$ cat config.mk
export PLATFORM = sky130hd
export DESIGN_NAME = spq_cell
export DESIGN_NICKNAME = d
export VERILOG_FILES = /design/src/hw/rtl/spq_pkg.sv /design/src/hw/rtl/spq_cell.sv
export SDC_FILE = /design/constraint.sdc
export NUM_CORES = 1
export LEC_CHECK = 0
export BUFFER_PORTS_ARGS = -buffer_cell sky130_fd_sc_hd__buf_2
export CORE_AREA = 2 2 76 78
export DETAILED_ROUTE_END_ITERATION = 12
export DIE_AREA = 0 0 78 80
export PLACE_DENSITY = 0.83
export RECOVER_POWER = 100
export SETUP_SLACK_MARGIN = 0.2
export SLEW_MARGIN = 20
export SYNTH_ARGS = -nofsm -noshare
export SYNTH_HDL_FRONTEND = slang
export SYNTH_SLANG_ARGS = --single-unit
$ cat constraint.sdc
create_clock -name clk -period 6 [get_ports clk]
set_input_delay 0.6 -clock clk [delete_from_list [all_inputs] [get_ports clk]]
set_output_delay 0.6 -clock clk [all_outputs]
set_load 0.05 [all_outputs]
$ cat src/hw/rtl/spq_pkg.sv
// ----------------------------------------------------------------------------
// spq_pkg
// Shared types and constants for the sorted priority queue and its cell row.
// ----------------------------------------------------------------------------
package spq_pkg;

  localparam int CAPACITY  = 64;
  localparam int TAG_BITS  = 16;
  localparam int PRIO_BITS = 16;
  localparam int CNT_BITS  = $clog2(CAPACITY + 1);

  typedef enum logic [1:0] {
    OP_INSERT  = 2'd0,
    OP_POP     = 2'd1,
    OP_UPGRADE = 2'd2,
    OP_CLEAR   = 2'd3
  } op_t;

  typedef enum logic [1:0] {
    ST_OK        = 2'd0,
    ST_EMPTY     = 2'd1,
    ST_NOT_FOUND = 2'd2,
    ST_FULL      = 2'd3
  } status_t;

  typedef enum logic [1:0] {
    CMD_HOLD   = 2'd0,
    CMD_INSERT = 2'd1,
    CMD_SHIFT  = 2'd2,
    CMD_MATCH  = 2'd3
  } cell_cmd_t;

  typedef struct packed {
    cell_cmd_t            cmd;
    logic [TAG_BITS-1:0]  tag;
    logic [PRIO_BITS-1:0] prio;
  } cell_ctl_t;

  typedef enum logic [1:0] {
    S_IDLE   = 2'd0,
    S_REMOVE = 2'd1,
    S_INSERT = 2'd2,
    S_REPORT = 2'd3
  } state_t;

endpackage

$ cat src/hw/rtl/spq_cell.sv
// ----------------------------------------------------------------------------
// spq_cell
// One slot of the sorted row: holds a tag and priority, takes the new entry
// or its left neighbor on insert, its right neighbor on removal, and flags a match on lookup.
// ----------------------------------------------------------------------------
module spq_cell (
  input  logic                          clk,
  input  spq_pkg::cell_ctl_t            ctl,
  input  logic                          vld,
  input  logic                          left_ge,
  input  logic [spq_pkg::TAG_BITS-1:0]  left_tag,
  input  logic [spq_pkg::PRIO_BITS-1:0] left_prio,
  input  logic [spq_pkg::TAG_BITS-1:0]  right_tag,
  input  logic [spq_pkg::PRIO_BITS-1:0] right_prio,
  input  logic                          take_right,
  output logic [spq_pkg::TAG_BITS-1:0]  tag,
  output logic [spq_pkg::PRIO_BITS-1:0] prio,
  output logic                          ge,
  output logic                          match
);

  // empty slots and strictly larger priorities sit behind the new entry
  always_comb begin
    ge = !vld || (prio > ctl.prio);
  end

  always_ff @(posedge clk) begin
    case (ctl.cmd)
      spq_pkg::CMD_INSERT: begin
        if (ge) begin
          if (left_ge) begin
            tag  <= left_tag;
            prio <= left_prio;
          end else begin
            tag  <= ctl.tag;
            prio <= ctl.prio;
          end
        end
      end
      spq_pkg::CMD_SHIFT: begin
        if (take_right) begin
          tag  <= right_tag;
          prio <= right_prio;
        end
      end
      spq_pkg::CMD_MATCH: begin
        match <= vld && (tag == ctl.tag) && (prio == ctl.prio);
      end
      default: begin
      end
    endcase
  end

endmodule
# Word-level counts from Yosys, hierarchy flattened
# Index checks and enable logic that the tools add are counted.
# totals
mem_count	0
latchBits	0
mem_bits_ro	0
inputBits	102
register_bits	33
wordCells	25
mem_bits_rw	0
# classes
addsub	0
shifts	0
order_cmp	1
n_reduce_logical	6
n_eq_ne	7
muxes	8
n_bitwise	0
n_div	0
n_mul	0
# op_table
operator	count
16-bit two-way mux	6
16-bit case mux with 2 select lines	2
16-bit == test	2
16-bit greater-than comparator	1
2-bit == test, second input constant	2
2-bit inequality test, second input constant	2
3-bit AND reduction	1
2-bit by 1-bit == test with 1-bit output, second input constant	1
1-bit logical AND	2
2-bit nonzero test	1
1-bit zero test	1
1-bit logical OR	1

# Longest topological paths before layout
# depth
depth_word	4
depth_mapped	7
depth_no_buf	7

# Worst setup path after synthesis
# Ideal clock, no wire load.
# synth_timing
kind	register to register
start	register prio[15] in the netlist's numbering
end	register prio[0] in the netlist's numbering (enable)
arrival_ps	4148
path_slack_ps	1382
stages_incl_launch_ff	7
setup_ps	470
cell_sequence	edfxtp_1 ha_1 nand4_2 nor4_2 a21boi_2 a2111oi_0 o31ai_1
# synth_between
elab_chain_cells	4
# synth_lines
item	line_no	source
start: declaration	spq_cell.sv:17	output logic [spq_pkg::PRIO_BITS-1:0] prio,
start signal: assignment	spq_cell.sv:33	prio <= left_prio;
start signal: assignment	spq_cell.sv:36	prio <= ctl.prio;
start signal: assignment	spq_cell.sv:43	prio <= right_prio;
16-bit greater-than comparator	spq_cell.sv:24	ge = !vld || (prio > ctl.prio);
1-bit logical OR	spq_cell.sv:24	
2-bit inequality test (no line)	n/a	
3-bit AND reduction (no line)	n/a	
# No other way between the ends.
# A chain may end at the register's enable or synchronous reset.

# Worst setup path in the final report
# layout_timing
start	input port ctl[15] in the netlist's numbering
end	register tag[15] in the netlist's numbering (enable)
# layout_between
elab_chain_cells	4
# layout_lines
item	line_no	source
start: declaration	spq_cell.sv:8	input spq_pkg::cell_ctl_t ctl,
16-bit greater-than comparator	spq_cell.sv:24	
1-bit logical OR	spq_cell.sv:24	
2-bit inequality test (no line)	n/a	
3-bit AND reduction (no line)	n/a	
end signal: assignment	spq_cell.sv:32	tag <= left_tag;
end signal: assignment	spq_cell.sv:35	tag <= ctl.tag;
end signal: assignment	spq_cell.sv:42	tag <= right_tag;
end: declaration	spq_cell.sv:16	output logic [spq_pkg::TAG_BITS-1:0] tag,
# No other way between the ends.

==> flow_summary.ini <==
[timing]
finalSetupTns_ps = 0
fin_crit_ps = 4260
finClkSkew_ps = 10.6
final_hold_viol_count = 0
final_max_slew_viol_count = 50
finalCritPeriodShare_pct = 70.9
rsz0062_at_grt = false
setup_violations = 0
clock.fmax_mhz = 235
worst_slew_pin_slew_ps = 2350
relSlewSlack_pct = -56.4

[detailed_routing]
drt_first_pass_iters = 4
drt_iter0_drc = 71
via_count = 2093
post_drt_wl_per_cell_um = 13.8
viasPerCell = 4.86
antenna_left = 0
routed_wirelength_mm = 5.95
drc = 0

[yosys]
synth-adder-area-share_pct = 8.74
synth_xor_area_share_pct = 6.12
seq_area_frac_synth_pct = 43.3
muxShareOfSynthArea_pct = 14.0
yosysUniqueCellTypes = 27
avgSynthCellArea_um2 = 10.2
synth_top_family_by_area = multiplexers
synth_cells = 225
synth_compound_area_share_pct = 11.1
syn-num-nets = 343
ys_warn_count = 0
syn-cell-area_mm2 = 0.00229
ys_seq_elements = 33
yosys.area_share.simple_pct = 12.2

[cts]
cts_root_buffer = clkbuf_8
cts_tree = done
cts_max_path_buffers = 2
clk_pin_slew_worst_paths_ps = 70
clk_latency_ps = 280
cts_sinks = 33
post_cts_resized = 0
post_cts_buffers = 0
hold_buffers = 0
cts_made_buffers = 5
cts_max_level = 2

[worst_setup_path]
crit_path_start = ctl[15]
worst_setup_path_start_kind = input pin
cp_data_required_time_ps = 5970
cp.arrival_ps = 4230
critical_path_class = in -> reg
cp_max_fo = 17
crit_path_end_kind = flop
ff2ff_path_depth = 7
rr_startpoint = prio[15]

[floorplanning]
rows = 27
die-area_mm2 = 0.00624
initial_utilization_pct = 42.4
chipHeight_um = 80
num_io_pins = 136
chipWidth_um = 78
core_area_mm2 = 0.00541

[pwr]
ir_drop_mv = 0.114
p_int_mw = 0.479
switchingPower_mw = 0.246
pwr-share-comb_pct = 30.7
seq_power_share_pct = 40.9
p_sw_share_pct = 33.9
pwr_density_cell_mw_per_mm2 = 235
power.share.clock_pct = 28.4
power_leakage_nw = 1.40

[place]
hpwl_mm = 4.76
place_congestion = 0.753
io_buffers = 135

[final_layout]
drive_gt1_share_pct = 31.5
syn_to_final_growth_pct = 34.6
seq_area_um2 = 991
post-route-util_pct = 57.1
multi_input_area_mm2 = 0.00119
nFillCells = 513
nNetsFinal = 476
diodes = 0

[min_path]
whs_path_depth = 3
hp-class = in -> reg
hold_path_startpoint = right_tag[3]

[job]
maxCapViolations = 2

[global_routing]
antenna_found_initial = 0
grt.overflow.total = 0
grt_use_total_pct = 19.8
grt_pass1_vias = 2036
grt_max_degree = 65
grt_pass1_wl_mm = 9.38

[outcome]
status = finished, violations left
violations = max-capacitance violations, max-slew violations
## synth_stat cells
cell       number  share of area (%)
and2_0          1               0.27
inv_1          16                2.6
edfxtp_1       33                 43
o21ai_0        23                5.0
nand4_2         2                1.1
a21oi_1         8                1.7
o31ai_1         1               0.33
mux2i_1        32                 14
and4_1          1               0.38
a21boi_2        1               0.49
and2_1          1               0.27
nand2b_1        1               0.27
clkbuf_1        8                1.3
a21o_1          1               0.33
nand4_1         3               0.82
nor4_4          1               0.93
nor4_2          2                1.1
nor2_1          2               0.33
nor2b_1         2               0.55
ha_1           16                8.7
o21ai_1        13                2.8
nand3_1         2               0.44
buf_2           3               0.66
xor2_1          4                1.5
nand2_1        35                5.7
a2111oi_0       1               0.38
xnor2_1        12                4.6
## final timing paths
| kind | slack, ps | to |
|---|---|---|
| worst max-delay path | 1740 | tag[15] |
| worst min-delay path | 590 | tag[3] |
| worst max register to register | 1750 | tag[15] |
| worst min register to register | 740 | match |
## critical path, stage by stage
cell,delay (ps)
buf_2,90
inv_1,40
ha_1,310
nand4_1,170
nor4_1,370
a21boi_0,240
a2111oi_0,130
o31ai_1,1770
buf_4,490
## stage by stage
| step | power (mW) | area [µm²] | worst slack, ps | hold slack [ps] | cells |
|---|---|---|---|---|---|
| after CTS | 0.741 | 3160 | 2670 | 580 | 431 |
| after detailed placement | 0.534 | 3050 | 2630 | 732 | 423 |
| after global routing | 0.762 | 3080 | 1350 | 591 | 431 |
| after global placement | 0.528 | 3050 | 2770 | 720 | 423 |
| after floorplan | 0.454 | 2290 | 1380 | 787 | 225 |
| final | 0.725 | 3080 | 1740 | 591 | 431 |
## power by group through the flow
| stage | sequential (mW) | clock [mW] | combinational [mW] |
|---|---|---|---|
| 2_1_floorplan | 0.369 | 0 | 0.0851 |
| 3_3_place_gp | 0.300 | 0 | 0.228 |
| 3_5_place_dp | 0.300 | 0 | 0.234 |
| 4_1_cts | 0.295 | 0.212 | 0.234 |
| 5_1_grt | 0.299 | 0.221 | 0.243 |
| 6_report | 0.296 | 0.206 | 0.223 |
## cell type report
cell class	instances	area share, %
multi-input combinational	165	38.5
sequential	33	32.1
timing repair buffer	137	21.0
tap	72	2.92
clock buffer	5	2.23
inverter	16	1.95
clock inverter	3	1.34
## state kept, by name, summed over array words and instances, names as in the netlist
signal,cells
prio,16
tag,16
match,1
## kinds of logic (layout without fill, tap and decap cells)
family,after synthesis,in the layout
buffers and inverters,27,161
AO/OA/AOI/OAI,48,48
multiplexers,32,32
flip-flops,33,33
XOR/XNOR,16,16
adder cells (fa/ha/maj),16,16
AND/OR/NAND/NOR,53,53
## cell usage in the layout (no fill, tap or decap), drive strengths merged
cell type	netlist	final
a2111oi	1	1
a21boi	1	1
a21o	1	1
a21oi	8	8
and2	2	2
and4	1	1
buf	3	102
bufinv	0	1
clkbuf	8	40
clkinv	0	1
clkinvlp	0	1
edfxtp	33	33
ha	16	16
inv	16	16
mux2i	32	32
nand2	35	35
nand2b	1	1
nand3	2	2
nand4	5	5
nor2	2	2
nor2b	2	2
nor4	3	3
o21ai	36	36
o31ai	1	1
xnor2	12	12
xor2	4	4
## per-layer routing
metal	track usage [%]	vias to the layer above	share of wire (%)
met3	5.66	2	8.0
li1	-	1072	-
met4	5.26	0	0.55
met1	22.3	914	42
met5	0	-	0
met2	36.6	105	49
Note: power is estimated with default switching activity, not from simulation.
